$ cat src/hdl/vad_pkg.sv
package vad_pkg;

  // Datapath widths. Magnitudes are normalized so the larger one lands in
  // [2^40, 2^41); CORDIC gain and sign bit fit in 44 bits.
  localparam int XY_W         = 44;
  localparam int NORM_TOP     = 40;
  localparam int NORM_STAGES  = 6;   // shifts of 32, 16, 8, 4, 2, 1
  localparam int Z_W          = 25;  // angle accumulator, 2^-16 degree units
  localparam int FRAC_BITS    = 16;
  localparam int CORDIC_STEPS = 23;
  localparam int ANGLE_W      = 9;
  localparam int K_W          = 7;   // rounded first-quadrant degrees, 0..90

  localparam logic [ANGLE_W-1:0] DEG_180 = ANGLE_W'(180);
  localparam logic [ANGLE_W-1:0] DEG_360 = ANGLE_W'(360);
  localparam logic signed [Z_W-1:0] Z_MAX = Z_W'(90 << FRAC_BITS);
  localparam logic signed [Z_W-1:0] Z_HALF = Z_W'(1 << (FRAC_BITS - 1));

  // atan(2^-i) in degrees, units of 2^-16 degree
  localparam logic signed [Z_W-1:0] ATAN_TABLE [CORDIC_STEPS] = '{
    Z_W'(2949120), Z_W'(1740967), Z_W'(919879), Z_W'(466945),
    Z_W'(234379),  Z_W'(117304),  Z_W'(58666),  Z_W'(29335),
    Z_W'(14668),   Z_W'(7334),    Z_W'(3667),   Z_W'(1833),
    Z_W'(917),     Z_W'(458),     Z_W'(229),    Z_W'(115),
    Z_W'(57),      Z_W'(29),      Z_W'(14),     Z_W'(7),
    Z_W'(4),       Z_W'(2),       Z_W'(1)
  };

  typedef struct packed {
    logic signed [XY_W-1:0] x;
    logic signed [XY_W-1:0] y;
    logic signed [Z_W-1:0]  z;
    logic                   dx_neg;
    logic                   dy_neg;
    logic                   zero;
  } stage_t;

endpackage

$ cat src/hdl/vad_delta.sv
module vad_delta import vad_pkg::*; #(
  parameter int COORD_BITS = 16
) (
  input  logic                  clk,
  input  logic                  rst,
  input  logic                  in_valid,
  output logic                  in_ready,
  input  logic [COORD_BITS-1:0] from_x,
  input  logic [COORD_BITS-1:0] from_y,
  input  logic [COORD_BITS-1:0] to_x,
  input  logic [COORD_BITS-1:0] to_y,
  output logic                  out_valid,
  input  logic                  out_ready,
  output stage_t                out_data
);

  logic signed [COORD_BITS:0] dx, dy;
  logic [COORD_BITS:0] mag_x, mag_y;
  stage_t data_next;

  always_comb begin
    dx = $signed({to_x[COORD_BITS-1], to_x}) - $signed({from_x[COORD_BITS-1], from_x});
    dy = $signed({to_y[COORD_BITS-1], to_y}) - $signed({from_y[COORD_BITS-1], from_y});
    mag_x = dx[COORD_BITS] ? (~dx + 1'b1) : dx;
    mag_y = dy[COORD_BITS] ? (~dy + 1'b1) : dy;
    data_next.x      = $signed(XY_W'(mag_x));
    data_next.y      = $signed(XY_W'(mag_y));
    data_next.z      = '0;
    data_next.dx_neg = dx[COORD_BITS];
    data_next.dy_neg = dy[COORD_BITS];
    data_next.zero   = (dx == '0) && (dy == '0);
  end

  assign in_ready = !out_valid || out_ready;

  always_ff @(posedge clk) begin
    if (rst) begin
      out_valid <= 1'b0;
    end else if (in_ready) begin
      out_valid <= in_valid;
    end
  end

  always_ff @(posedge clk) begin
    if (in_valid && in_ready) begin
      out_data <= data_next;
    end
  end

endmodule

$ cat config.mk
export PLATFORM = sky130hd
export DESIGN_NAME = vad_delta
export DESIGN_NICKNAME = d
export VERILOG_FILES = /design/src/hdl/vad_pkg.sv /design/src/hdl/vad_delta.sv
export SDC_FILE = /design/constraint.sdc
export NUM_CORES = 1
export LEC_CHECK = 0
export BUFFER_PORTS_ARGS = -buffer_cell sky130_fd_sc_hd__buf_4
export CAP_MARGIN = 20
export CORE_MARGIN = 10
export CORE_UTILIZATION = 36
export DETAILED_ROUTE_END_ITERATION = 10
export GPL_TIMING_DRIVEN = 0
export PLACE_DENSITY_LB_ADDON = 0.12
export SETUP_SLACK_MARGIN = 0.05
export SLEW_MARGIN = 10
export SYNTH_ARGS = -nofsm -noshare
export SYNTH_HDL_FRONTEND = slang
export SYNTH_SLANG_ARGS = --single-unit
$ cat constraint.sdc
create_clock -name clk -period 3.75 [get_ports clk]
set_clock_uncertainty 0.05 [all_clocks]
set_input_delay 0 -clock clk [delete_from_list [all_inputs] [get_ports clk]]
set_output_delay 0 -clock clk [all_outputs]
set_load 0.02 [all_outputs]
==> results.yml <==
finish:
  areaGrowthSynthToFinish_pct: 33.9
  n_antenna_cell: 0
  final_nets: 802
  drive_gt1_frac: 0.315
pwr:
  p_switching_uw: 729
  p_comb_frac: 0.474
  ir_drop_mv: 0.208
  power_density_nw_per_um2: 349
  p_clk_frac: 0.229
  netSwitchingFraction: 0.357
  leakage_uw: 0.00291
  seqPwrFrac: 0.297
  intPower_uw: 1320
cts:
  cts_resized: 0
  cts_made_buffers: 5
  cts_tree: "done"
  cts_buffer_depth: 2
  clk_pin_slew_ps: 50
  h-tree-depth: 2
  cts_root_buf: "clkbuf_16"
  clk_latency_ps: 270
  clock-sinks: 38
yosys:
  ys_warn_count: 0
  ys_top_cells_by_count: "buf_4 (79), inv_1 (46), ha_1 (38), edfxtp_1 (37), xnor2_1 (32)"
  ys_ff_latch: 38
  avgSynthCellArea_um2: 8.75
  yosysMostFrequentCell: "buf_4"
  synth_top_cell_by_area: "edfxtp_1"
  synth-async-reset-ratio: 0
  synth.distinct_cells: 69
  synth.yosys.seq_area_share: 0.259
  synth-edff-count: 37
  synth_top_cell_area_share: 0.254
  syn_inst: 500
  synth_area_leaders: "edfxtp_1 (25%), buf_4 (14%), ha_1 (11%)"
  synthesis.area_um2: 4370
  synthFlopType: "edfxtp_1"
route:
  routed_wl_um: 10900
  drt-wirelength-per-cell_um: 12.9
  detail-route-antenna-nets: 0
  drtPass1Iterations: 4
  via_per_inst: 4.54
  drcViolationCount: 0
  dr_total_vias: 3826
  first_iter_violations: 146
worst_setup_path:
  crit_fanout: 10
  end_kind: "register"
  cp_num_buf_inv: 4
  reg2reg_depth: 3
  reg2reg_to: "out_valid$_SDFFE_PP0N_"
  r2r-start: "out_valid$_SDFFE_PP0N_"
  worstSetupPathType: "primary input to register"
  crit_slowest_cell: "a211oi_1"
  cp.arrival_ps: 3250
  cp_top_family: "compound AO/OA/AOI/OAI gates"
  start_kind: "primary input"
  path_cells: "buf_4 > ha_1 > fa_1 > nand2b_1 > a211oi_1 > a21boi_0 > o22ai_1 > o211ai_1 > a31o_2 > buf_2 > inv_1 > buf_2 > ha_1 > and2_1"
  cpPeakStageDelay_ps: 460
  cp.required_ps: 3730
  reg2reg_slack_ps: 2550
sta:
  fin_setup_tns_ps: 0
  fmax_mhz: 305
  period_share: 0.874
  rsz0062_at_grt: "no"
  min_period_ps: 3280
  slew_viol_final: 0
  hold_violations: 0
  setup_viol_count_final: 0
  max_slew_margin: 0.616
  max_slew.worst_pin.slew_ps: 572
  whs_ps: 169
min_path:
  min_path_type: "primary input to register"
  hold-path-endpoint: "out_data[28]$_DFFE_PP_"
  whs_path_depth: 3
  min-delay-start: "from_y[0]"
grt:
  grt_pass1_wl_um: 17200
  track_usage: 0.121
  antenna_found_initial: 0
  grt_max_degree: 38
  grt_overflow: 0
  grt_pass1_vias: 3753
die:
  die_x_um: 130
  rows: 40
  start_util: 0.366
  fp.dieArea_um2: 17000
  pin_count: 186
  die_h_um: 130
  core_um2: 12000
job:
  drv_cap: 0
place:
  portBuffers: 106
  place_congestion: 0.820
  dp_hpwl_um: 9410
run_status:
  outcome: "completed"
## cell families (layout without fill, tap and decap cells)
logic type | after synthesis | in the layout | synth area share
AOI/OAI and AO/OA | 103 | 103 | 0.166
xor gates and xnor gates | 48 | 48 | 0.0961
adders and majority gates | 40 | 40 | 0.118
buffers and inverters | 133 | 250 | 0.185
DFF | 38 | 38 | 0.259
muxes | 2 | 2 | 0.00486
other | 1 | 79 | 0.000857
and+or+nand+nor | 135 | 135 | 0.171
## flip-flops by register name, indices dropped and copies added (netlist names)
| name | cells |
|---|---|
| out_data | 37 |
| out_valid | 1 |
## cell usage in the layout (no fill, tap or decap), types with 8 or more instances in the layout
master / n
nor2_1: 25
nand3_1: 11
a21oi_1: 19
conb_1: 79
xnor2_1: 32
nor2b_1: 9
nor3_1: 13
edfxtp_1: 37
ha_1: 38
inv_1: 46
buf_4: 185
o21ai_0: 20
nand2_1: 27
a211oi_1: 8
xor2_1: 16
## worst register-to-register path: stages, from the launching register on
cell	delay [ps]
dfxtp_1	320
nand2b_1	90
a21oi_1	140
dlygate4sd3_1	550
## metrics by stage
step                      instance area, um^2  std cells  setup WS [ps]   util  power (uW)
after floorplan                          4670        578            826      -        1300
after global placement                   5650        831            214  0.472        1570
after detailed placement                 5670        832            172  0.474        1580
after CTS                                5860        842            456  0.490        2060
after global routing                     5860        842            145  0.490        2190
final                                    5860        842            472  0.490        2040
## worst max path at each step
stage	start	endpoint	slack, ps	cells past startpoint
2_1_floorplan	to_x[0]	out_data[88]$_SDFFCE_PP0P_	830	14
3_3_place_gp	from_x[0]	out_data[88]$_SDFFCE_PP0P_	210	14
3_5_place_dp	from_x[0]	out_data[88]$_SDFFCE_PP0P_	170	14
4_1_cts	from_x[0]	out_data[88]$_SDFFCE_PP0P_	460	14
5_1_grt	to_x[0]	out_data[88]$_SDFFCE_PP0P_	140	14
6_report	from_x[0]	out_data[88]$_SDFFCE_PP0P_	470	14
## final cells by class
type                            count  area [um^2]
Fill cell                        1150         6100
Clock inverter                      3         45.0
Timing Repair Buffer              109          836
Tap cell                          147          184
Sequential cell                    38         1130
Inverter                           46          173
Multi-Input combinational cell    407         2730
Clock buffer                        5          125
Buffer                             87          636
## power groups by stage
stage	Clock (uW)	Combinational [uW]	Sequential [uW]
finish	469	969	606
floorplan	0	602	699
CTS	481	971	609
global route	502	1080	614
detailed placement	0	966	617
global placement	0	949	617
## repair_timing
action,4_1_cts,5_1_grt
hold endpoints to repair,1,0
buffers inserted,0,0
hold buffers,2,0
## per-layer routing
metal / GRT usage / part of all wire / vias to the layer above / wire length [um]
met4: 0.00992 / 0.0014 / 0 / 15
met1: 0.150 / 0.44 / 1683 / 4800
met5: 0 / 0 / - / 0
met2: 0.190 / 0.43 / 135 / 4670
met3: 0.0621 / 0.13 / 2 / 1370
li1: - / - / 2006 / -
Power figures use the tool's default switching activity.
