**src/hdl/vad_pkg.sv**
```systemverilog
package vad_pkg;

  // Datapath widths. Magnitudes are normalized so the larger one lands in
  // [2^40, 2^41); CORDIC gain and sign bit fit in 44 bits.
  localparam int XY_W         = 44;
  localparam int NORM_TOP     = 40;
  localparam int NORM_STAGES  = 6;   // shifts of 32, 16, 8, 4, 2, 1
  localparam int Z_W          = 25;  // angle accumulator, 2^-16 degree units
  localparam int FRAC_BITS    = 16;
  localparam int CORDIC_STEPS = 23;
  localparam int ANGLE_W      = 9;
  localparam int K_W          = 7;   // rounded first-quadrant degrees, 0..90

  localparam logic [ANGLE_W-1:0] DEG_180 = ANGLE_W'(180);
  localparam logic [ANGLE_W-1:0] DEG_360 = ANGLE_W'(360);
  localparam logic signed [Z_W-1:0] Z_MAX = Z_W'(90 << FRAC_BITS);
  localparam logic signed [Z_W-1:0] Z_HALF = Z_W'(1 << (FRAC_BITS - 1));

  // atan(2^-i) in degrees, units of 2^-16 degree
  localparam logic signed [Z_W-1:0] ATAN_TABLE [CORDIC_STEPS] = '{
    Z_W'(2949120), Z_W'(1740967), Z_W'(919879), Z_W'(466945),
    Z_W'(234379),  Z_W'(117304),  Z_W'(58666),  Z_W'(29335),
    Z_W'(14668),   Z_W'(7334),    Z_W'(3667),   Z_W'(1833),
    Z_W'(917),     Z_W'(458),     Z_W'(229),    Z_W'(115),
    Z_W'(57),      Z_W'(29),      Z_W'(14),     Z_W'(7),
    Z_W'(4),       Z_W'(2),       Z_W'(1)
  };

  typedef struct packed {
    logic signed [XY_W-1:0] x;
    logic signed [XY_W-1:0] y;
    logic signed [Z_W-1:0]  z;
    logic                   dx_neg;
    logic                   dy_neg;
    logic                   zero;
  } stage_t;

endpackage

```
**src/hdl/vad_cordic_cell.sv**
```systemverilog
module vad_cordic_cell import vad_pkg::*; #(
  parameter int STEP = 0
) (
  input  logic   clk,
  input  logic   rst,
  input  logic   in_valid,
  output logic   in_ready,
  input  stage_t in_data,
  output logic   out_valid,
  input  logic   out_ready,
  output stage_t out_data
);

  logic signed [XY_W-1:0] xs, ys;
  stage_t data_next;

  // one vectoring rotation; arithmetic shifts floor
  always_comb begin
    xs = in_data.x >>> STEP;
    ys = in_data.y >>> STEP;
    data_next = in_data;
    if (!in_data.y[XY_W-1]) begin
      data_next.x = in_data.x + ys;
      data_next.y = in_data.y - xs;
      data_next.z = in_data.z + ATAN_TABLE[STEP];
    end else begin
      data_next.x = in_data.x - ys;
      data_next.y = in_data.y + xs;
      data_next.z = in_data.z - ATAN_TABLE[STEP];
    end
  end

  assign in_ready = !out_valid || out_ready;

  always_ff @(posedge clk) begin
    if (rst) begin
      out_valid <= 1'b0;
    end else if (in_ready) begin
      out_valid <= in_valid;
    end
  end

  always_ff @(posedge clk) begin
    if (in_valid && in_ready) begin
      out_data <= data_next;
    end
  end

endmodule

```
**config.mk**
```make
export PLATFORM = sky130hd
export DESIGN_NAME = vad_cordic_cell
export DESIGN_NICKNAME = d
export VERILOG_FILES = /design/src/hdl/vad_pkg.sv /design/src/hdl/vad_cordic_cell.sv
export SDC_FILE = /design/constraint.sdc
export NUM_CORES = 1
export LEC_CHECK = 0
export ABC_AREA = 1
export BUFFER_PORTS_ARGS = -buffer_cell sky130_fd_sc_hd__buf_2
export CORE_UTILIZATION = 52
export DETAILED_ROUTE_END_ITERATION = 8
export PLACE_DENSITY = 0.77
export SLEW_MARGIN = 30
export SYNTH_ARGS = -nofsm -noshare
export SYNTH_HDL_FRONTEND = slang
export SYNTH_SLANG_ARGS = --single-unit
```
**constraint.sdc**
```tcl
create_clock -name clk -period 7.85 [get_ports clk]
set_input_delay 1.1775 -clock clk [delete_from_list [all_inputs] [get_ports clk]]
set_output_delay 1.1775 -clock clk [all_outputs]
set_load 0.03 [all_outputs]
```
==> results <==
- The minimum clock period after layout is roughly 3.8 ns.
- The worst setup path is launched from an input pin.
- The leakage dissipation is 9.30 nW.
- In the synthesized netlist the dominant register cell turns out to be sky130_fd_sc_hd__edfxtp_1.
- Max-cap violations in this run came to 0.
- The number of vias in the routed layout is 16,800.
- At the pin with the least slew margin, the transition time is between 0.8 and 0.9 ns.
- The worst setup path is captured at a flop.
- In the synthesized netlist, the number of instances is roughly 2,400.
- The initial antenna violation count is 1.
- The die span in x is between 150 and 200 um.
- The total power consumption of the routed design is 2.85 mW.
- The number of standard-cell rows in the floorplan is between 60 and 70.
- The run finished with clean final reports.
- In this run the post-CTS setup repair buffer count came out at 0.
- The min-delay analysis places its worst path in the category reg -> reg.
- The worst setup slack for register-to-register paths is roughly 5.8 ns.
- Setup repair after global routing left no endpoint under its margin.
- The number of DRC violations after detailed-routing iteration 0 is between 2,000 and 2,500.
- The number of nets with antenna violations after detailed routing is 0.
- Setup violations remaining at the end of the flow were counted as 0.
- The maximum frequency from static timing analysis is ~260 MHz.
- In this run, synthesis produced a sequential element count of 116.
- For the worst setup path, the data required time is around 8 ns.
- The count of distinct cell types in the synthesized netlist is 42.
- The end point of the critical path is out_data[26]$_DFFE_PP_.
- At the later pin of the worst-skew pair, clock insertion delay measures between 0.4 and 0.5 ns.
- The via count of the first global-routing pass was between 15,000 and 20,000.
- The number of pins with negative max-slew slack in the final report is 0.
- The final critical-path share of the clock period is 48.1%.
- The clock net in this run drives a total of roughly 120 sinks.
- The number of synthesized flops with an enable pin is ~120.
- The area of the core is around 28,000 um2.
- TritonCTS built the clock tree.
- The congestion estimate from routability-driven global placement came to between 1 and 1.5.
- The fraction of power spent switching nets is between 40% and 50%.
- After clock tree synthesis, the clock-pin slew on the worst setup and hold paths is 0.06 ns.
- The number of fill cells is roughly 2,800.
- The final hold violation count is 0.
- The detailed placer's ending HPWL is between 40 and 50 mm.
- The cell chosen for the clock root is sky130_fd_sc_hd__clkbuf_16.
- Using the TritonRoute via totals, the vias-per-cell ratio works out to roughly 5.6.
- The post-detailed-route wirelength per cell is 19.3 um.
- For this configuration, the core starts out at a cell density of 53.3%.
- The start point of the critical path is in_data[71].
- The clock network fraction of design power is ~31%.
- In this run the number of H-tree levels came out at 4.
- The summed negative setup slack over all endpoints is 0 ns.
- In the final layout, the share of cells above drive strength 1 is around an eighth.
- The yosys synthesis warning count is 0.
- Internal power comes to between 1.5 and 2 mW.
- The instance area at placement is between 15,000 and 20,000 um2.
- During placement, the flow inserted port buffers numbering between 200 and 250.
- The final standard cell area without fillers is 16,900 um2.
- The repair_antennas step left the layout with diodes totalling 0.
- The power spent charging and discharging nets is about 1.2 mW.
- The share of the Yosys chip area taken by registers is a little under a quarter.
- The critical-path maximum fanout is between 60 and 70.
- The tightest slew margin relative to the limit is between 40 and 50%.
- The net count reported at finish is between 2,000 and 3,000.
- The final core utilization is between 60% and 70%.
- The total power density per cell area is 168 nW/um2.
- The average cell area after synthesis is approximately 6 um2.
- The residual overflow from global routing is 0.
- The post-synthesis instance area is between 10,000 and 15,000 um2.
- Clock tree synthesis inserted a total of 17 buffers.
- The number of buffers between clock root and the deepest sink is 2.
- The number of iterations in the first detailed-routing pass is 9.
- In this run the count of I/O pins placed on the die edge is 238.
- The overall die area is around 29,000 um2.
- The floorplan step set the die height to 172 um.
- The number of hold buffers added after cts is 0.
- In this run the critical register-to-register path is captured at out_data[42]$_DFFE_PP_.
- Across every metal layer, demand over resource in global routing totals between 30% and 40%.
- Clock skew on the completed layout was measured at between 0.009 and 0.01 ns.
- The share of synthesized flip-flops with an asynchronous set or reset is 0%.
- The number of nets in the synthesized netlist is between 2,000 and 3,000.
- Measured in cells, the most critical reg-to-reg path has a length of 4.
- The share of total power dissipated in sequential elements is between 20% and 30%.
- The final layout contains routed wiring with a total length of between 50 and 60 mm.
- The count of cells resized by post-cts repair is 0.
- Relative to the synthesized area, the layout overhead comes to 13.0%.
- The critical path in this run is classified as in -> reg.
- The beginning of the worst register-to-register path is out_valid$_SDFFE_PP0N_.
- Combinational logic is responsible for about two fifths of the overall power.
- The first global-routing pass estimated a little under 90 mm of wire.
- The arrival time of data at the critical path endpoint is 3.95 ns.
- The final routed DRC violation total is 0.
- The worst-case IR drop observed on VDD is 0.133 mV.
- Entering global routing, the biggest net connects 74 pins.
==> how the worst min path moves through the flow <==
stage / cells past startpoint / slack (ns) / start / end
floorplan: 2 / 0.83 / out_valid$_SDFFE_PP0N_ / out_valid$_SDFFE_PP0N_
finish: 2 / 0.54 / out_valid$_SDFFE_PP0N_ / out_valid$_SDFFE_PP0N_
global route: 2 / 0.59 / out_valid$_SDFFE_PP0N_ / out_valid$_SDFFE_PP0N_
CTS: 2 / 0.54 / out_valid$_SDFFE_PP0N_ / out_valid$_SDFFE_PP0N_
detailed placement: 2 / 0.52 / out_valid$_SDFFE_PP0N_ / out_valid$_SDFFE_PP0N_
global placement: 2 / 0.51 / out_valid$_SDFFE_PP0N_ / out_valid$_SDFFE_PP0N_
==> layout by cell type, fill, tap and decap left out, drive strengths merged <==
master,netlist,routed
a21boi,3,3
a21o,1,1
a21oi,142,142
and2,5,5
buf,51,243
bufinv,0,3
clkbuf,8,17
clkinv,0,3
clkinvlp,0,1
dfxtp,1,1
edfxtp,115,115
fa,4,4
ha,152,152
inv,431,439
mux2i,3,3
nand2,830,830
nand3,221,221
nand3b,2,2
nand4,21,21
nor2,245,245
nor3,11,11
o211ai,7,7
o21a,3,3
o21ai,92,92
o21bai,28,28
o22ai,10,10
or2,5,5
xnor2,5,5
xor2,30,30
==> cell type report <==
class | instances | area, um2 | share of cell area, %
clock buffer | 17 | 425 | 2.51
clock inverter | 15 | 191 | 1.13
inverter | 431 | 1620 | 9.55
multi-input combinational | 1820 | 9500 | 56.1
sequential | 116 | 3470 | 20.5
tap | 378 | 473 | 2.79
timing repair buffer | 243 | 1250 | 7.39
==> critical path, cell delays in order <==
cell and delay [ns]:
sky130_fd_sc_hd__buf_2 0.10, sky130_fd_sc_hd__buf_4 0.28, sky130_fd_sc_hd__inv_2 0.68, sky130_fd_sc_hd__buf_4 0.72, sky130_fd_sc_hd__ha_1 0.41, sky130_fd_sc_hd__nand2_1 0.11
sky130_fd_sc_hd__inv_1 0.05, sky130_fd_sc_hd__nand4_1 0.09, sky130_fd_sc_hd__o211ai_1 0.10, sky130_fd_sc_hd__xor2_1 0.16
==> cell families after synthesis <==
family,share of synthesized area [%]
AOI/OAI and AO/OA,10.6
xor gates and xnor gates,2.05
adders and majority gates,13.2
buffers and inverters,13.5
DFF,23.2
muxes,0.200
and+or+nand+nor,37.2
==> layer usage <==
metal / GRT usage [%] / routed length [um] / share of wire, % / vias up
li1: - / - / - / 8022
met1: 50.2 / 23500 / 40 / 7666
met2: 65.7 / 26200 / 45 / 922
met3: 7.25 / 5970 / 10 / 160
met4: 18.7 / 2670 / 4.6 / 2
met5: 0 / 13 / 0.022 / -
==> flip-flops by register name (all words and copies together), names as in the netlist <==
| register | cells |
|---|---|
| out_valid | 1 |
| out_data | 115 |
==> synthesized netlist by cell type (5+ instances only) <==
master                     number  area, um2
sky130_fd_sc_hd__nand2_1      814       3060
sky130_fd_sc_hd__inv_1        425       1600
sky130_fd_sc_hd__nand3_1      217       1090
sky130_fd_sc_hd__nor2_1       213        800
sky130_fd_sc_hd__ha_1         152       1900
sky130_fd_sc_hd__a21oi_1      139        696
sky130_fd_sc_hd__edfxtp_1     115       3450
sky130_fd_sc_hd__o21ai_0       80        400
sky130_fd_sc_hd__buf_4         32        240
sky130_fd_sc_hd__nor2_2        31        194
sky130_fd_sc_hd__xor2_1        30        263
sky130_fd_sc_hd__o21bai_1      28        210
sky130_fd_sc_hd__nand4_1       21        131
sky130_fd_sc_hd__nand2_2       14       87.6
sky130_fd_sc_hd__buf_2         11       55.1
sky130_fd_sc_hd__o22ai_1       10       62.6
sky130_fd_sc_hd__clkbuf_1       8       30.0
sky130_fd_sc_hd__nor3_1         7       35.0
sky130_fd_sc_hd__o21ai_1        7       35.0
sky130_fd_sc_hd__buf_6          6       67.6
sky130_fd_sc_hd__inv_2          6       22.5
sky130_fd_sc_hd__and2_1         5       31.3
sky130_fd_sc_hd__o21ai_2        5       43.8
sky130_fd_sc_hd__xnor2_1        5       43.8
==> power groups by stage <==
stage / Combinational [mW] / Clock [mW] / Sequential, mW
6_report: 1.19 / 0.871 / 0.792
5_1_grt: 1.29 / 0.898 / 0.799
4_1_cts: 1.15 / 0.870 / 0.793
3_5_place_dp: 1.15 / 0 / 0.805
3_3_place_gp: 1.13 / 0 / 0.804
2_1_floorplan: 0.660 / 0 / 0.943
==> stage by stage <==
stage,setup WS (ns),std cells,hold WS [ns]
after floorplan,0.461,2426,0.832
after global placement,3.80,2987,0.511
after detailed placement,3.70,2987,0.525
after CTS,4.16,3019,0.538
after global routing,3.97,3020,0.592
final,4.08,3020,0.545
Note: power is estimated with default switching activity, not from simulation.
