**src/hdl/vad_pkg.sv**
```systemverilog
package vad_pkg;

  // Datapath widths. Magnitudes are normalized so the larger one lands in
  // [2^40, 2^41); CORDIC gain and sign bit fit in 44 bits.
  localparam int XY_W         = 44;
  localparam int NORM_TOP     = 40;
  localparam int NORM_STAGES  = 6;   // shifts of 32, 16, 8, 4, 2, 1
  localparam int Z_W          = 25;  // angle accumulator, 2^-16 degree units
  localparam int FRAC_BITS    = 16;
  localparam int CORDIC_STEPS = 23;
  localparam int ANGLE_W      = 9;
  localparam int K_W          = 7;   // rounded first-quadrant degrees, 0..90

  localparam logic [ANGLE_W-1:0] DEG_180 = ANGLE_W'(180);
  localparam logic [ANGLE_W-1:0] DEG_360 = ANGLE_W'(360);
  localparam logic signed [Z_W-1:0] Z_MAX = Z_W'(90 << FRAC_BITS);
  localparam logic signed [Z_W-1:0] Z_HALF = Z_W'(1 << (FRAC_BITS - 1));

  // atan(2^-i) in degrees, units of 2^-16 degree
  localparam logic signed [Z_W-1:0] ATAN_TABLE [CORDIC_STEPS] = '{
    Z_W'(2949120), Z_W'(1740967), Z_W'(919879), Z_W'(466945),
    Z_W'(234379),  Z_W'(117304),  Z_W'(58666),  Z_W'(29335),
    Z_W'(14668),   Z_W'(7334),    Z_W'(3667),   Z_W'(1833),
    Z_W'(917),     Z_W'(458),     Z_W'(229),    Z_W'(115),
    Z_W'(57),      Z_W'(29),      Z_W'(14),     Z_W'(7),
    Z_W'(4),       Z_W'(2),       Z_W'(1)
  };

  typedef struct packed {
    logic signed [XY_W-1:0] x;
    logic signed [XY_W-1:0] y;
    logic signed [Z_W-1:0]  z;
    logic                   dx_neg;
    logic                   dy_neg;
    logic                   zero;
  } stage_t;

endpackage

```
**src/hdl/vad_quadrant.sv**
```systemverilog
module vad_quadrant import vad_pkg::*; (
  input  logic               clk,
  input  logic               rst,
  input  logic               in_valid,
  output logic               in_ready,
  input  stage_t             in_data,
  output logic               out_valid,
  input  logic               out_ready,
  output logic [ANGLE_W-1:0] angle
);

  logic signed [Z_W-1:0] z_clamp, z_round;
  logic [K_W-1:0]        k;
  logic [ANGLE_W-1:0]    k_ext, angle_next;

  always_comb begin
    if (in_data.z[Z_W-1]) begin
      z_clamp = '0;
    end else if (in_data.z > Z_MAX) begin
      z_clamp = Z_MAX;
    end else begin
      z_clamp = in_data.z;
    end
    z_round = z_clamp + Z_HALF;
    k       = z_round[FRAC_BITS +: K_W];
    k_ext   = ANGLE_W'(k);
    unique case ({in_data.dx_neg, in_data.dy_neg})
      2'b00: angle_next = k_ext;
      2'b10: angle_next = DEG_180 - k_ext;
      2'b11: angle_next = DEG_180 + k_ext;
      2'b01: angle_next = (k == '0) ? '0 : DEG_360 - k_ext;
      default: angle_next = '0;
    endcase
    if (in_data.zero) begin
      angle_next = '0;
    end
  end

  assign in_ready = !out_valid || out_ready;

  always_ff @(posedge clk) begin
    if (rst) begin
      out_valid <= 1'b0;
    end else if (in_ready) begin
      out_valid <= in_valid;
    end
  end

  always_ff @(posedge clk) begin
    if (in_valid && in_ready) begin
      angle <= angle_next;
    end
  end

endmodule

```
**config.mk**
```make
export PLATFORM = sky130hd
export DESIGN_NAME = vad_quadrant
export DESIGN_NICKNAME = d
export VERILOG_FILES = /design/src/hdl/vad_pkg.sv /design/src/hdl/vad_quadrant.sv
export SDC_FILE = /design/constraint.sdc
export NUM_CORES = 1
export LEC_CHECK = 0
export CORE_MARGIN = 2
export CORE_UTILIZATION = 60
export CTS_BUF_LIST = sky130_fd_sc_hd__clkbuf_2 sky130_fd_sc_hd__clkbuf_4 sky130_fd_sc_hd__clkbuf_8
export DETAILED_ROUTE_END_ITERATION = 7
export DONT_BUFFER_PORTS = 1
export GPL_TIMING_DRIVEN = 0
export PLACE_DENSITY = 0.76
export RECOVER_POWER = 25
export SYNTH_ARGS = -nofsm -noshare
export SYNTH_HDL_FRONTEND = slang
export SYNTH_SLANG_ARGS = --single-unit
```
**constraint.sdc**
```tcl
create_clock -name clk -period 4.9 [get_ports clk]
set_clock_uncertainty 0.15 [all_clocks]
set_input_delay 0.245 -clock clk [delete_from_list [all_inputs] [get_ports clk]]
set_output_delay 0.245 -clock clk [all_outputs]
set_load 0.005 [all_outputs]
```
==> results of run 1 <==
[critical path, delay by kind of cell]
family | cells | cell delay (ps)
xor gates and xnor gates | 1 | 180
adders and majority gates | 2 | 430
buffers and inverters | 3 | 680
AOI/OAI and AO/OA | 6 | 1450
and+or+nand+nor | 7 | 1090
[power groups by stage]
stage	Clock (mW)	Combinational, mW	Sequential [mW]
2_1_floorplan	0	0.0788	0.106
3_3_place_gp	0	0.0942	0.106
3_5_place_dp	0	0.0968	0.107
4_1_cts	0.0706	0.0989	0.105
5_1_grt	0.0742	0.112	0.105
6_report	0.0713	0.101	0.104
[path summary, 6_finish.rpt]
| path | from | to | cells after the start |
|---|---|---|---|
| setup / recovery | in_data[20] | angle[3] | 19 |
| hold / removal | in_data[0] | angle[7] | 2 |
| setup reg to reg | out_valid | out_valid | 3 |
| hold reg to reg | out_valid | angle[7] | 2 |
[cell families after synthesis]
kind of cell | count (synthesis) | synth area share (%)
compound gates | 63 | 34.07
xor+xnor | 9 | 5.785
fa+ha+maj | 6 | 5.509
buf+inv | 23 | 7.254
flops | 10 | 21.30
mux | 1 | 0.7346
simple gates | 68 | 25.34
[registers in the layout (all words and copies together) (netlist names)]
signal     cells
angle          9
out_valid      1
[metal layers]
layer	routed length, um	vias up
met3	179	8
met4	57	0
met5	0	-
met1	1434	671
li1	-	702
met2	1764	68
[cell usage after synthesis, drive strengths merged, types with 2 or more instances]
library cell | n | area share [%]
o31ai | 2 | 1.5
o32ai | 2 | 1.3
a22oi | 2 | 1.1
o21a | 2 | 1.1
xnor2 | 6 | 3.9
clkbuf | 9 | 2.5
nor4 | 4 | 1.8
a21o | 4 | 2.2
ha | 6 | 5.5
and3 | 4 | 1.8
nand2 | 11 | 3.0
o21ai | 10 | 3.9
buf | 5 | 2.3
or3 | 3 | 1.4
inv | 9 | 2.5
edfxtp | 9 | 20
xor2 | 3 | 1.9
a31oi | 3 | 1.4
a211oi | 7 | 3.9
a21oi | 8 | 2.9
a221oi | 3 | 2.4
nand3 | 11 | 4.0
o22ai | 2 | 0.92
a311oi | 2 | 1.3
o31a | 3 | 1.9
nor3 | 3 | 1.1
and2 | 4 | 1.8
o311ai | 2 | 1.3
nand4 | 4 | 1.8
o211ai | 3 | 1.7
nor2 | 19 | 5.2
[timing repair]
item / in CTS / in global routing
hold endpoints to repair: 1 / 0
gates resized for setup: 0 / 0
hold buffers: 2 / 0
setup buffers: 0 / 0
[final cells by class]
type / count / area, um2 / area share (%)
Inverter: 9 / 33.78 / 2.324
Sequential cell: 10 / 290.3 / 19.97
Multi-Input combinational cell: 147 / 973.4 / 66.95
Clock buffer: 4 / 36.28 / 2.496
Tap cell: 28 / 35.03 / 2.410
Buffer: 14 / 65.06 / 4.475
Timing Repair Buffer: 2 / 20.02 / 1.377
==> impl_metrics.json, run 1 <==
{
  "fin_cells": 214,
  "core_um2": 2170,
  "clock_sinks": 10,
  "netSwitchingPower_uw": 91.46,
  "grtUsageMet2_pct": 49.79,
  "die_w_um": 51.66,
  "hold_slack_ps": 187.8,
  "finalCritPeriodShare_pct": 86.06,
  "final_cell_mix": "nor2_1 (19), nand3_1 (11), nand2_1 (11)",
  "synth_cell_types": 51,
  "finalWeightedCongestion": 0.8937,
  "place_area_um2": 1398,
  "cp-start-kind": "input pin",
  "cp_data_arrival_time_ps": 4060,
  "drt-wirelength-per-cell_um": 16.05,
  "drv_cap": 0,
  "critPathCaptureType": "flop",
  "grt_overflow": 0,
  "synthesis.area_um2": 1363,
  "grt_pass1_vias": 1339,
  "ir_drop_mv": 0.1109,
  "final_common_cell": "nor2_1",
  "htreeDepth": 1,
  "clockPowerShare_pct": 25.8,
  "finalPower_uw": 276.2,
  "switching_share_pct": 33.11,
  "max_freq_ghz": 0.2372,
  "fillers": 193,
  "clk_latency_ps": 250,
  "synthFlopType": "edfxtp_1",
  "synth_edf_count": 9,
  "relSlewSlack_pct": 68.46,
  "crit_required_ps": 4740,
  "grt_setup_unrepaired": "no",
  "crit_chain": "buf_2 -> nor4b_2 -> nand4_1 -> o22ai_1 -> buf_2 -> and3_1 -> ha_1 -> clkbuf_1 -> nand3_1 -> xnor2_1 -> o21ai_1 -> ha_1 -> nand2_1 -> nor2_1 -> o21ai_0 -> o31ai_2 -> nor2_1 -> a211oi_1 -> o32ai_1",
  "cp_slowest_cell": "o31ai_2",
  "hold_viol": 0,
  "yosysSeqAreaShare_pct": 21.30,
  "dr.pass1.iters": 4,
  "grt_pass1_wl_um": 5706,
  "design_area_um2": 1454,
  "drc": 0,
  "syn_area_per_cell_um2": 7.570,
  "ys_seq_elements": 10,
  "tightest_slew_ps": 473.2,
  "drtIter0Drc": 42,
  "grt_use_met3_pct": 2.299,
  "viasPerCell": 6.771,
  "vias": 1449,
  "initial_core_util_pct": 62.80,
  "status": "completed",
  "r2r_slack_ps": 3480,
  "setup_tns_ps": 0,
  "p_int_uw": 184.8,
  "power_leakage_nw": 0.5258,
  "grt_busiest_layer": "met2",
  "cts_made_buffers": 3,
  "nets": 313,
  "hpwl_um": 2711,
  "die_area_um2": 2668,
  "grt_antenna_before_repair": 0,
  "syn_to_final_growth_pct": 6.703,
  "final-setup-viol-count": 0,
  "slowest_delay_ps": 410,
  "grt_max_degree": 11,
  "clkTransAtPathRegs_ps": 70,
  "die_h_um": 51.66,
  "clock_path_buffers": 2,
  "p_comb_share_pct": 36.4,
  "met1_usage_pct": 32.80,
  "worst_slack_ps": 683.3,
  "place_ws_ps": 465.4,
  "syn-num-nets": 306,
  "min_path_type": "in -> reg",
  "antenna_cells": 0,
  "p_seq_share_pct": 37.8,
  "synthCells": 180,
  "slew_violations": 0,
  "ys_warn_count": 0,
  "crit_path_max_fanout": 10,
  "p_per_area_nw_per_um2": 190.0,
  "cts-root-buf": "clkbuf_4",
  "async_reset_ff_share_pct": 0,
  "rows": 17,
  "num_io_pins": 131,
  "port-buffer-count": 0,
  "critical_path_class": "in -> reg",
  "fin_crit_ps": 4217,
  "routed_wl_um": 3435,
  "cts_tree": "built",
  "grt.total_usage_pct": 27.57,
  "utilization_pct": 67.01,
  "dpl.cell_count": 208,
  "ant_nets": 0,
  "drive_above_1_share_pct": 8.065
}
Power figures use the tool's default switching activity.
==> run 2: changes to the inputs <==
--- a/config.mk
+++ b/config.mk
@@ -5,13 +5,15 @@
 export SDC_FILE = /design/constraint.sdc
 export NUM_CORES = 1
 export LEC_CHECK = 0
+export CELL_PAD_IN_SITES_DETAIL_PLACEMENT = 1
+export CELL_PAD_IN_SITES_GLOBAL_PLACEMENT = 2
 export CORE_MARGIN = 2
-export CORE_UTILIZATION = 60
+export CORE_UTILIZATION = 31
 export CTS_BUF_LIST = sky130_fd_sc_hd__clkbuf_2 sky130_fd_sc_hd__clkbuf_4 sky130_fd_sc_hd__clkbuf_8
 export DETAILED_ROUTE_END_ITERATION = 7
 export DONT_BUFFER_PORTS = 1
 export GPL_TIMING_DRIVEN = 0
-export PLACE_DENSITY = 0.76
+export PLACE_DENSITY_LB_ADDON = 0.1
 export RECOVER_POWER = 25
 export SYNTH_ARGS = -nofsm -noshare
 export SYNTH_HDL_FRONTEND = slang
==> run 2 against run 1 <==
Final area rose by 2.2%. Count of clock-buffer cells in the layout unchanged. Non-clock buffer count fell by 1. Combinational power up 4%. Maximum frequency fell by 5.0%. Clock power up 27%. Flip-flop and latch count is the same. Global-route usage down 9.0 points. Critical endpoint unchanged.
==> impl_metrics.json, run 2 (same netlist as run 1, synthesis figures left out) <==
{
  "status": "completed",
  "finalWeightedCongestion": 0.8191,
  "crit_path_max_fanout": 10,
  "grt_use_met3_pct": 1.732,
  "worst_slack_ps": 459.1,
  "final-setup-viol-count": 0,
  "grt_busiest_layer": "met2",
  "fin_crit_ps": 4441,
  "grt_pass1_vias": 1574,
  "viasPerCell": 6.008,
  "p_per_area_nw_per_um2": 201.9,
  "p_comb_share_pct": 34.9,
  "syn_to_final_growth_pct": 9.091,
  "p_int_uw": 201.8,
  "setup_tns_ps": 0,
  "cp_data_arrival_time_ps": 4250,
  "slowest_delay_ps": 410,
  "dpl.cell_count": 232,
  "clockPowerShare_pct": 30.3,
  "finalCritPeriodShare_pct": 90.63,
  "drive_above_1_share_pct": 8.108,
  "core_um2": 4294,
  "p_seq_share_pct": 34.8,
  "met1_usage_pct": 22.50,
  "fillers": 538,
  "grt.total_usage_pct": 18.55,
  "clk_latency_ps": 220,
  "grt_pass1_wl_um": 7507,
  "rows": 24,
  "drt-wirelength-per-cell_um": 18.31,
  "final_cell_mix": "nor2_1 (19), nand3_1 (11), nand2_1 (11)",
  "top_register": "angle",
  "crit_required_ps": 4710,
  "ant_nets": 0,
  "port-buffer-count": 0,
  "relSlewSlack_pct": 66.58,
  "cts-root-buf": "clkbuf_8",
  "min_path_type": "in -> reg",
  "tightest_slew_ps": 501.3,
  "top_regs": "angle (9), out_valid (1)",
  "grt_max_degree": 11,
  "cp_slowest_cell": "o31ai_2",
  "antenna_cells": 0,
  "netSwitchingPower_uw": 98.32,
  "vias": 1424,
  "die_h_um": 70.30,
  "num_io_pins": 131,
  "max_freq_ghz": 0.2252,
  "grtUsageMet2_pct": 34.07,
  "clock_sinks": 10,
  "slew_violations": 0,
  "final_common_cell": "nor2_1",
  "die_area_um2": 4941,
  "hold_slack_ps": 4.891,
  "cp-start-kind": "input pin",
  "dr.pass1.iters": 4,
  "power_leakage_nw": 0.5256,
  "utilization_pct": 34.62,
  "place_ws_ps": 222.3,
  "htreeDepth": 1,
  "drc": 0,
  "nets": 312,
  "grt_antenna_before_repair": 0,
  "critPathCaptureType": "flop",
  "grt_overflow": 0,
  "clkTransAtPathRegs_ps": 50,
  "hpwl_um": 3560,
  "grt_setup_unrepaired": "no",
  "drv_cap": 0,
  "die_w_um": 70.30,
  "routed_wl_um": 4340,
  "fin_cells": 237,
  "postCtsSetupBuffers": 0,
  "cts_made_buffers": 3,
  "cts_tree": "built",
  "critical_path_class": "in -> reg",
  "clock_path_buffers": 2,
  "hold_viol": 0,
  "ir_drop_mv": 0.07259,
  "initial_core_util_pct": 31.73,
  "crit_chain": "buf_2 -> nor4b_2 -> nand4_1 -> o22ai_1 -> buf_2 -> and3_1 -> ha_1 -> clkbuf_1 -> nand3_1 -> xnor2_1 -> o21ai_1 -> ha_1 -> nand2_1 -> nor2_1 -> o21ai_0 -> o31ai_2 -> nor2_1 -> a211oi_1 -> o32ai_1",
  "drtIter0Drc": 53,
  "largest_register_ffs": 9,
  "switching_share_pct": 32.76
}
[run 2: path summary, 6_finish.rpt]
check | from | to | slack, ps | depth (start not counted)
worst max-delay path | in_data[20] | angle[3] | 460 | 19
worst min-delay path | in_valid | out_valid | 5 | 2
worst max register to register | out_valid | angle[5] | 3590 | 2
worst min register to register | out_valid | out_valid | 420 | 2
[run 2: routing by layer]
| metal | vias up | part of all wire, % |
|---|---|---|
| met5 | - | 0 |
| met4 | 0 | 1.2 |
| met1 | 673 | 44 |
| met2 | 44 | 51 |
| li1 | 701 | - |
| met3 | 6 | 3.3 |
[run 2: timing repair]
action	in CTS	in global routing
hold buffers	1	0
gates resized for setup	0	0
hold endpoints to repair	1	0
[run 2: power groups by stage]
stage	registers (mW)	logic, mW	clock network [mW]
after global routing	0.105	0.118	0.0973
after CTS	0.105	0.104	0.0924
after global placement	0.106	0.100	0
after detailed placement	0.106	0.103	0
after floorplan	0.106	0.0788	0
final	0.105	0.105	0.0909
[run 2: stage by stage]
stage	area (um2)	power, mW
2_1_floorplan	1363	0.1844
3_3_place_gp	1428	0.2064
3_5_place_dp	1428	0.2095
4_1_cts	1486	0.3016
5_1_grt	1486	0.3205
6_report	1486	0.3002
[run 2: layout make-up]
cell class              count  area [um2]  area share (%)
multi-input cells         147       973.4           65.49
flip-flops and latches     10       290.3           19.53
plain buffers              14       65.06           4.377
well taps                  52       65.06           4.377
clock buffers               4       48.80           3.283
inverters                   9       33.78           2.273
repair buffers              1       10.01          0.6734
[run 2: worst max-delay path: cells and delay by family]
kind / cells / cell delay [ps]
AO/OA/AOI/OAI: 6 / 1520
AND/OR/NAND/NOR: 7 / 1130
buffers and inverters: 3 / 710
adder cells (fa/ha/maj): 2 / 440
XOR/XNOR: 1 / 190
