## config.mk

```make
export PLATFORM = sky130hd
export DESIGN_NAME = vad_norm_cell
export DESIGN_NICKNAME = d
export VERILOG_FILES = /design/src/hdl/vad_pkg.sv /design/src/hdl/vad_norm_cell.sv
export SDC_FILE = /design/constraint.sdc
export NUM_CORES = 1
export LEC_CHECK = 0
export BUFFER_PORTS_ARGS = -buffer_cell sky130_fd_sc_hd__buf_2
export CAP_MARGIN = 20
export CORE_UTILIZATION = 41
export CTS_CLUSTER_DIAMETER = 120
export DETAILED_ROUTE_END_ITERATION = 16
export PLACE_DENSITY = 0.76
export SLEW_MARGIN = 20
export SYNTH_ARGS = -nofsm -noshare
export SYNTH_HDL_FRONTEND = slang
export SYNTH_SLANG_ARGS = --single-unit
```

## constraint.sdc

```tcl
create_clock -name clk -period 3.5 [get_ports clk]
set_input_delay 0.175 -clock clk [delete_from_list [all_inputs] [get_ports clk]]
set_output_delay 0.175 -clock clk [all_outputs]
set_load 0.1 [all_outputs]
```

## src/hdl/vad_pkg.sv

```systemverilog
package vad_pkg;

  // Datapath widths. Magnitudes are normalized so the larger one lands in
  // [2^40, 2^41); CORDIC gain and sign bit fit in 44 bits.
  localparam int XY_W         = 44;
  localparam int NORM_TOP     = 40;
  localparam int NORM_STAGES  = 6;   // shifts of 32, 16, 8, 4, 2, 1
  localparam int Z_W          = 25;  // angle accumulator, 2^-16 degree units
  localparam int FRAC_BITS    = 16;
  localparam int CORDIC_STEPS = 23;
  localparam int ANGLE_W      = 9;
  localparam int K_W          = 7;   // rounded first-quadrant degrees, 0..90

  localparam logic [ANGLE_W-1:0] DEG_180 = ANGLE_W'(180);
  localparam logic [ANGLE_W-1:0] DEG_360 = ANGLE_W'(360);
  localparam logic signed [Z_W-1:0] Z_MAX = Z_W'(90 << FRAC_BITS);
  localparam logic signed [Z_W-1:0] Z_HALF = Z_W'(1 << (FRAC_BITS - 1));

  // atan(2^-i) in degrees, units of 2^-16 degree
  localparam logic signed [Z_W-1:0] ATAN_TABLE [CORDIC_STEPS] = '{
    Z_W'(2949120), Z_W'(1740967), Z_W'(919879), Z_W'(466945),
    Z_W'(234379),  Z_W'(117304),  Z_W'(58666),  Z_W'(29335),
    Z_W'(14668),   Z_W'(7334),    Z_W'(3667),   Z_W'(1833),
    Z_W'(917),     Z_W'(458),     Z_W'(229),    Z_W'(115),
    Z_W'(57),      Z_W'(29),      Z_W'(14),     Z_W'(7),
    Z_W'(4),       Z_W'(2),       Z_W'(1)
  };

  typedef struct packed {
    logic signed [XY_W-1:0] x;
    logic signed [XY_W-1:0] y;
    logic signed [Z_W-1:0]  z;
    logic                   dx_neg;
    logic                   dy_neg;
    logic                   zero;
  } stage_t;

endpackage

```

## src/hdl/vad_norm_cell.sv

```systemverilog
module vad_norm_cell import vad_pkg::*; #(
  parameter int SHIFT = 1
) (
  input  logic   clk,
  input  logic   rst,
  input  logic   in_valid,
  output logic   in_ready,
  input  stage_t in_data,
  output logic   out_valid,
  input  logic   out_ready,
  output stage_t out_data
);

  // shift both when the larger magnitude stays below 2^41 after the shift
  localparam int LOW = NORM_TOP + 1 - SHIFT;

  logic   fits;
  stage_t data_next;

  always_comb begin
    fits = (in_data.x[XY_W-1:LOW] == '0) && (in_data.y[XY_W-1:LOW] == '0);
    data_next = in_data;
    if (fits) begin
      data_next.x = in_data.x <<< SHIFT;
      data_next.y = in_data.y <<< SHIFT;
    end
  end

  assign in_ready = !out_valid || out_ready;

  always_ff @(posedge clk) begin
    if (rst) begin
      out_valid <= 1'b0;
    end else if (in_ready) begin
      out_valid <= in_valid;
    end
  end

  always_ff @(posedge clk) begin
    if (in_valid && in_ready) begin
      out_data <= data_next;
    end
  end

endmodule

```

==> results of run 1 <==
==> cell usage in the layout, fill, tap and decap left out, types with 2 or more instances in the layout <==
cell and instances:
edfxtp_1 116, buf_2 237, a31o_2 2, and2_1 2, clkinvlp_4 4, clkbuf_16 17, dlygate4sd3_1 36, mux2_4 20
nor4_2 2, mux2_2 58, clkbuf_1 3, bufinv_16 2, clkbuf_8 3, clkinv_2 3
==> worst paths after layout <==
path                            cells past startpoint              startpoint                       to
worst min-delay path                                2            in_data[112]  out_data[112]$_DFFE_PP_
worst max register to register                      3  out_valid$_SDFFE_PP0P_   out_data[88]$_DFFE_PP_
worst max-delay path                                5            in_data[113]   out_data[42]$_DFFE_PP_
worst min register to register                      2  out_valid$_SDFFE_PP0P_   out_data[26]$_DFFE_PP_
==> final cells by class <==
type,count,area share
flip-flops and latches,117,0.509
repair buffers,274,0.228
multi-input cells,88,0.152
clock buffers,23,0.0695
well taps,140,0.0255
clock inverters,9,0.0153
inverters,1,0.000546
==> routing by layer <==
| layer | vias up | track usage | share of wire |
|---|---|---|---|
| met2 | 144 | 0.314 | 0.54 |
| li1 | 1432 | - | - |
| met1 | 1466 | 0.184 | 0.36 |
| met4 | 0 | 0.0772 | 0.017 |
| met3 | 19 | 0.0741 | 0.088 |
| met5 | - | 0 | 0 |
==> sequential cells by signal, summed over array words and instances (netlist names) <==
register,flops
out_data,116
out_valid,1
==> worst max-delay path: stages <==
cell and delay [ps]:
dlygate4sd3_1 530, buf_2 140, nor4_2 610, nand2_8 560
mux2_2 460
==> cell families (layout without fill, tap and decap cells) <==
family,Yosys count,after routing,synth area share
muxes,78,78,0.205
and+or+nand+nor,7,7,0.0132
AOI/OAI and AO/OA,3,3,0.00484
DFF,117,117,0.752
buffers and inverters,15,307,0.0250
==> cell usage after synthesis <==
master	number	area share
nand2b_1	1	0.0013
edfxtp_1	116	0.75
clkbuf_1	6	0.0048
nand2_4	1	0.0024
and2_1	3	0.0040
mux2_2	58	0.14
a21oi_1	1	0.0011
dfxtp_1	1	0.0043
inv_1	1	0.00081
mux2_4	20	0.064
a31o_2	2	0.0038
buf_6	8	0.019
nor4_2	2	0.0054
==> power by group <==
group	internal [mW]	total, mW	switching (mW)	leakage, nW
Combinational	0.172	0.868	0.696	1.56
Clock	1.10	1.68	0.578	0.275
Sequential	1.64	1.66	0.0199	1.13
==> metrics by stage <==
| step | instance area (um2) | hold slack (ps) | utilization | total power, mW | worst slack (ps) |
|---|---|---|---|---|---|
| 6_report | 6880 | 69.2 | 0.629 | 4.21 | 1140 |
| 5_1_grt | 6880 | 67.1 | 0.629 | 4.33 | 1010 |
| 4_1_cts | 6870 | 53.1 | 0.628 | 4.24 | 1070 |
| 3_5_place_dp | 5930 | 337 | 0.542 | 2.53 | 1180 |
| 3_3_place_gp | 5930 | 330 | 0.542 | 2.51 | 1280 |
| 2_1_floorplan | 4660 | 244 | - | 2.35 | 512 |
==> run_results.csv, run 1 <==
group,metric,value,unit
outcome,status,"finished, final reports clean",
synth,synthesis.nets,340,
detailed_routing,viasPerCell,4.69,
placement,gp_congestion,0.704,
placement,dp.cells,584,
detailed_routing,dr.pass1.iters,4,
clocking,clock-sinks,117,
detailed_routing,routed_wl,10500,um
detailed_routing,final_antenna_net_count,0,
floorplanning,die_h,109,um
worst_setup_path,cp-start-kind,"primary input",
clocking,cts_resized,0,
timing,finalCritPeriodShare,0.673,
detailed_routing,drc,0,
layout,n_fill_cell,836,
layout,final_cells,652,
floorplanning,rows,38,
clocking,cts-root-buf,"clkbuf_16",
layout,areaGrowthSynthToFinish,47.7,%
timing,final-setup-viol-count,0,
synth,synth_seq_area_share,0.752,
global_route,grt_pass1_wl,15300,um
timing,slew_viol_final,0,
timing,max_slew_margin,0.501,
worst_setup_path,crit_fanout,80,
clocking,cts_tree,"built",
timing,finalHoldViolCount,0,
clocking,clkTransAtPathRegs,60,ps
clocking,ctsHoldBuffers,36,
layout,multi_input_area,0.00105,mm2
run,max-cap-violations,0,
timing,rsz0062_at_grt,"no",
clocking,clockBufferDepth,2,
timing,setup_tns,0,ps
detailed_routing,avgRoutedWirePerCell,16.1,um
global_route,track_usage,0.178,
timing,skew,8.13,ps
synth,yosys_warnings,0,
worst_setup_path,crit_type,"primary input to register",
timing,fmax,424,MHz
synth,netlist-cell-type-count,13,
clocking,post_cts_buffers,0,
detailed_routing,num_vias,3061,
power,powerDensity,611,mW/mm2
layout,final_nets,619,
timing,tightest_slew,749,ps
clocking,cts_max_level,4,
floorplanning,io_pins,238,
hold_path,hold_path_class,"primary input to register",
synth,syn_area,0.00466,mm2
clocking,insertion_delay,400,ps
synth,synth_cells,220,
worst_setup_path,rrSetupSlack,1610,ps
floorplanning,floorplan.initialDensity,0.426,
worst_setup_path,required,3650,ps
floorplanning,dieWidth,109,um
layout,diodes,0,
power,ir_worst_vdd,0.315,mV
global_route,antenna_found_initial,0,
detailed_routing,initialDrtViolationCount,109,
global_route,grt_overflow,0,
global_route,grt_pass1_vias,3198,
worst_setup_path,worstPathArrival,2510,ps
synth,ys_seq_elements,117,
placement,io_buffer_count,237,
placement,dpl.hpwl,6900,um
floorplanning,coreArea,0.0109,mm2
worst_setup_path,cp-end-kind,"register",
power,p_leak,2.97,nW
global_route,grt_max_degree,81,
floorplanning,dieArea,0.0118,mm2
timing,fin_crit,2360,ps
layout,layout-drive-gt1-share,0.686,
clocking,numCtsBuffers,17,
synth,synth_area_per_cell,21.2,um2
layout,final-seq-area,0.00350,mm2
No activity file was read; power rests on OpenSTA's default activity.
==> run 2, diff against run 1 <==
- clock period: 3.5 -> 2.1 ns (I/O delays scaled with it)
==> run 2 against run 1 <==
  * Cell area down 0.33%
  * Clock power increased by 42%
  * Critical endpoint is now out_data[94]$_DFFE_PP_
  * Largest cell class unchanged
  * Routed wire length fell by 2.5%
  * Utilization down 0.21 points
  * Global-route usage fell by 0.26 points
  * Highest routed layer unchanged
  * Clock skew fell by 4.0 ps
  * Via count decreased by 0.69%
  * Die area stayed put
  * Setup slack worse by 870 ps
  * Final cell count is 0.92% higher
  * Largest power group is now registers
  * Register-to-register slack got worse by 980 ps
  * Sequential cell count stayed put
==> run_results.csv, run 2 (synthesized netlist as in run 1, its figures left out) <==
group,metric,value,unit
worst_setup_path,max_stage_delay,540,ps
detailed_routing,dr.pass1.iters,4,
layout,n_fill_cell,866,
run,max-cap-violations,0,
layout,layout-drive-gt1-share,0.676,
timing,final-setup-viol-count,0,
timing,setup_tns,0,ps
detailed_routing,routed_wl,10300,um
global_route,grt_max_degree,81,
clocking,cts-root-buf,"clkbuf_16",
layout,final-seq-area,0.00351,mm2
placement,gp_congestion,0.760,
worst_setup_path,worstPathArrival,1970,ps
detailed_routing,avgRoutedWirePerCell,15.6,um
placement,io_buffer_count,237,
layout,top_register,"out_data",
worst_setup_path,critical_path.top_delay_family,"buffers and inverters",
power,powerDensity,964,mW/mm2
clocking,numCtsBuffers,17,
layout,fin_util,0.627,
timing,setup_slack,272,ps
clocking,cts_max_level,4,
detailed_routing,viasPerCell,4.62,
placement,dpl.hpwl,7030,um
floorplanning,die_h,109,um
worst_setup_path,worst-path-stages,6,
outcome,status,"finished, final reports clean",
layout,final_common_cell,"buf_2",
clocking,post_cts_buffers,0,
layout,final_nets,625,
layout,largestRegisters,"out_data x116, out_valid x1",
clocking,clockBufferDepth,2,
timing,rsz0062_at_grt,"no",
placement,place_ws,418,ps
global_route,grt_pass1_wl,15000,um
power,p_leak,2.99,nW
floorplanning,floorplan.initialDensity,0.426,
layout,largest_register_ff_count,116,
worst_setup_path,worstPathCellList,"dlygate4sd3_1 > buf_2 > nor4_2 > nand2_4 > buf_12 > mux2_4",
worst_setup_path,required,2240,ps
floorplanning,dieArea,0.0118,mm2
floorplanning,dieWidth,109,um
detailed_routing,final_antenna_net_count,0,
floorplanning,io_pins,238,
worst_setup_path,worst_path_max_delay_cell,"dlygate4sd3_1",
global_route,grt_pass1_vias,3129,
detailed_routing,initialDrtViolationCount,140,
timing,skew,4.11,ps
floorplanning,rows,38,
layout,diodes,0,
worst_setup_path,crit_type,"primary input to register",
floorplanning,coreArea,0.0109,mm2
worst_setup_path,critPathBufInv,3,
worst_setup_path,worstRegToRegCells,3,
global_route,grt_overflow,0,
timing,slew_viol_final,0,
timing,fin_crit,1830,ps
clocking,clock-sinks,117,
timing,finalCritPeriodShare,0.870,
timing,finalHoldViolCount,0,
layout,multi_input_area,0.00105,mm2
detailed_routing,num_vias,3040,
clocking,cts_tree,"built",
layout,final_cell_mix,"237 x buf_2, 116 x edfxtp_1, 58 x mux2_2, 40 x dlygate4sd3_1, 20 x mux2_4",
worst_setup_path,cp-start-kind,"primary input",
hold_path,hold_path_class,"primary input to register",
clocking,insertion_delay,400,ps
worst_setup_path,cp-end-kind,"register",
power,ir_worst_vdd,0.491,mV
clocking,clkTransAtPathRegs,50,ps
timing,tightest_slew,622,ps
layout,areaGrowthSynthToFinish,47.3,%
detailed_routing,drc,0,
timing,fmax,547,MHz
global_route,antenna_found_initial,0,
global_route,track_usage,0.175,
worst_setup_path,crit_fanout,80,
power,power,6.61,mW
timing,max_slew_margin,0.586,
hold_path,holdPathStages,2,
[run 2: changes by cell type in the layout (fill, tap and decap cells not counted), moves of 2 or more]
cell / delta
clkbuf_1: +5
clkinv_2: +4
clkinvlp_4: -4
dlygate4sd3_1: +4
clkbuf_8: -3
bufinv_16: -2
[run 2: where the power goes]
| part | internal [mW] | switching (mW) | total (mW) |
|---|---|---|---|
| logic | 0.294 | 1.16 | 1.45 |
| registers | 2.74 | 0.0322 | 2.77 |
| clock network | 1.49 | 0.898 | 2.38 |
| total | 4.52 | 2.09 | 6.61 |
[run 2: timing repair]
item / in CTS / in global routing
endpoints found under the hold margin: 37 / 2
hold buffers: 38 / 2
resized for setup: 0 / 0
[run 2: stage by stage]
stage	instances	hold slack [ps]	cell area, um2
2_1_floorplan	220	164	4670
3_3_place_gp	586	252	5970
3_5_place_dp	586	260	5970
6_report	658	23.4	6860
4_1_cts	656	2.38	6840
5_1_grt	658	0.241	6860
[run 2: path summary, 6_finish.rpt]
path	start	to	slack (ps)
hold / removal	in_data[54]	out_data[54]$_DFFE_PP_	20
setup reg to reg	out_valid$_SDFFE_PP0P_	out_data[63]$_DFFE_PP_	630
setup / recovery	in_data[112]	out_data[94]$_DFFE_PP_	270
hold reg to reg	out_valid$_SDFFE_PP0P_	out_data[5]$_DFFE_PP_	950
[run 2: cell type report]
class,instances,share of cell area
Sequential cell,117,0.511
Inverter,1,0.000547
Multi-Input combinational cell,88,0.153
Clock buffer,25,0.0664
Timing Repair Buffer,280,0.238
Clock inverter,7,0.00511
Tap cell,140,0.0255
[run 2: layer usage]
metal | GRT usage | wire length (um)
met5 | 0 | 0
met4 | 0.0705 | 153
met3 | 0.0844 | 884
met2 | 0.302 | 5640
met1 | 0.182 | 3570
[run 2: worst reg2reg max path, stage by stage, from the launching register on]
cell and delay, ps:
dfxtp_4 340, nand2b_4 70, and2_4 150, buf_4 500
==> run 3, diff against run 2 <==
- CORE_UTILIZATION: 41 -> 42
- CTS_BUF_LIST: default -> sky130_fd_sc_hd__clkbuf_4
- PLACE_DENSITY: 0.76 -> 0.78
==> run 3 against run 2 <==
  * Power fell by 8.3%
  * Sequential share of layout area fell by 4.3 points
  * Largest cell class unchanged
  * Highest routed layer unchanged
  * Largest power group unchanged
  * Sequential power barely moved
  * Final cell count rose by 12%
==> run_results.csv, run 3 (synthesized netlist as in run 1, its figures left out) <==
group,metric,value,unit
hold_path,hold_path_class,"primary input to register",
outcome,status,"finished, final reports clean",
clocking,numCtsBuffers,17,
placement,io_buffer_count,237,
global_route,grt_overflow,0,
floorplanning,rows,38,
global_route,grt_pass1_vias,3688,
detailed_routing,avgRoutedWirePerCell,15.8,um
layout,multi_input_area,0.00105,mm2
global_route,grt_pass1_wl,17500,um
detailed_routing,initialDrtViolationCount,155,
clocking,insertion_delay,500,ps
timing,slew_viol_final,0,
run,max-cap-violations,0,
floorplanning,coreArea,0.0108,mm2
floorplanning,floorplan.initialDensity,0.430,
hold_path,holdPathStages,2,
timing,skew,11.5,ps
layout,largestRegisters,"out_data x116, out_valid x1",
timing,tightest_slew,498,ps
layout,areaGrowthSynthToFinish,60.7,%
hold_path,hold_path_end,"out_data[4]$_DFFE_PP_",
power,powerDensity,810,mW/mm2
layout,final_nets,705,
clocking,cts_max_level,4,
floorplanning,io_pins,238,
worst_setup_path,r2r_start,"out_valid$_SDFFE_PP0P_",
floorplanning,dieWidth,107,um
worst_setup_path,cp-end-kind,"register",
layout,final_cell_mix,"237 x buf_2, 120 x dlygate4sd3_1, 116 x edfxtp_1, 58 x mux2_2, 20 x mux2_4",
clocking,cts-root-buf,"clkbuf_4",
detailed_routing,routed_wl,11700,um
layout,layout-drive-gt1-share,0.597,
detailed_routing,num_vias,3412,
worst_setup_path,worstRegToRegCells,3,
worst_setup_path,required,2360,ps
floorplanning,dieArea,0.0115,mm2
clocking,clockBufferDepth,2,
worst_setup_path,crit_type,"primary input to register",
layout,final-seq-area,0.00351,mm2
worst_setup_path,rrSetupSlack,660,ps
detailed_routing,drc,0,
global_route,track_usage,0.206,
timing,fmax,573,MHz
layout,n_fill_cell,725,
layout,top_register,"out_data",
detailed_routing,final_antenna_net_count,0,
global_route,antenna_found_initial,0,
power,p_leak,3.23,nW
layout,final_common_cell,"buf_2",
layout,diodes,0,
clocking,clkTransAtPathRegs,110,ps
timing,finalCritPeriodShare,0.831,
timing,fin_crit,1750,ps
placement,gp_congestion,0.748,
timing,timing.hold.ws,147,ps
timing,max_slew_margin,0.665,
detailed_routing,viasPerCell,4.62,
timing,final-setup-viol-count,0,
timing,rsz0062_at_grt,"no",
global_route,grt_max_degree,81,
worst_setup_path,cp-start-kind,"primary input",
clocking,clock-sinks,117,
layout,fin_area,0.00748,mm2
worst_setup_path,crit_fanout,80,
detailed_routing,dr.pass1.iters,5,
worst_setup_path,worstPathArrival,2000,ps
timing,finalHoldViolCount,0,
hold_path,hp-start,"in_valid",
timing,setup_tns,0,ps
layout,largest_register_ff_count,116,
clocking,cts_tree,"built",
placement,dpl.hpwl,6910,um
placement,placed_area,0.00598,mm2
power,ir_worst_vdd,0.473,mV
worst_setup_path,rr_endpoint,"out_data[30]$_DFFE_PP_",
floorplanning,die_h,107,um
## run 3: cell count changes in the layout (fill, tap and decap cells not counted), sizes merged
cell         previous run  this run
bufinv                  0         3
clkinv                  7         5
clkinvlp                0         5
dlygate4sd3            40       120
clkbuf                 25        19
## run 3: layer usage
| layer | vias to the layer above | track usage | share of wire |
|---|---|---|---|
| li1 | 1603 | - | - |
| met1 | 1626 | 0.210 | 0.36 |
| met2 | 158 | 0.372 | 0.54 |
| met3 | 25 | 0.0775 | 0.072 |
| met4 | 0 | 0.0920 | 0.023 |
| met5 | - | 0 | 0 |
## run 3: worst max path at each step
stage                      startpoint                      to  slack (ps)  cells past startpoint
2_1_floorplan  out_valid$_SDFFE_PP0P_   out_data[0]$_DFFE_PP_         0.2                      2
3_3_place_gp              in_data[68]  out_data[93]$_DFFE_PP_         490                      5
3_5_place_dp             in_data[112]  out_data[74]$_DFFE_PP_         430                      5
4_1_cts                  in_data[112]  out_data[67]$_DFFE_PP_         450                      6
5_1_grt                   in_data[68]  out_data[66]$_DFFE_PP_         340                      6
6_report                  in_data[68]  out_data[67]$_DFFE_PP_         350                      6
## run 3: area by class of cell
type,instances,share of cell area
Multi-Input combinational cell,88,0.140
Clock buffer,19,0.0191
Timing Repair Buffer,360,0.327
Sequential cell,117,0.469
Clock inverter,13,0.0212
Tap cell,140,0.0234
Inverter,1,0.000502
## run 3: critical path, cell delays in order
cell and delay [ps]:
dlygate4sd3_1 540, buf_2 140, nor4_2 500, nand2_4 100, buf_12 260, mux2_4 340
## run 3: stage by stage
step                cells  power, mW  setup WS [ps]  utilization
floorplan             220       3.93          0.222            -
global placement      586       4.19            486        0.552
detailed placement    586       4.21            427        0.552
CTS                   738       6.11            451        0.690
global route          738       6.27            343        0.690
finish                738       6.06            354        0.690
## run 3: timing repair
| action | CTS | global route |
|---|---|---|
| hold endpoints to repair | 117 | 0 |
| hold buffers | 120 | 0 |
| setup buffers | 0 | 0 |
| gates resized for setup | 0 | 0 |
## run 3: report_power, final
group | leakage [nW] | switching [mW] | internal, mW
Sequential | 1.13 | 0.0349 | 2.73
Combinational | 1.95 | 1.19 | 0.394
Clock | 0.148 | 0.873 | 0.845
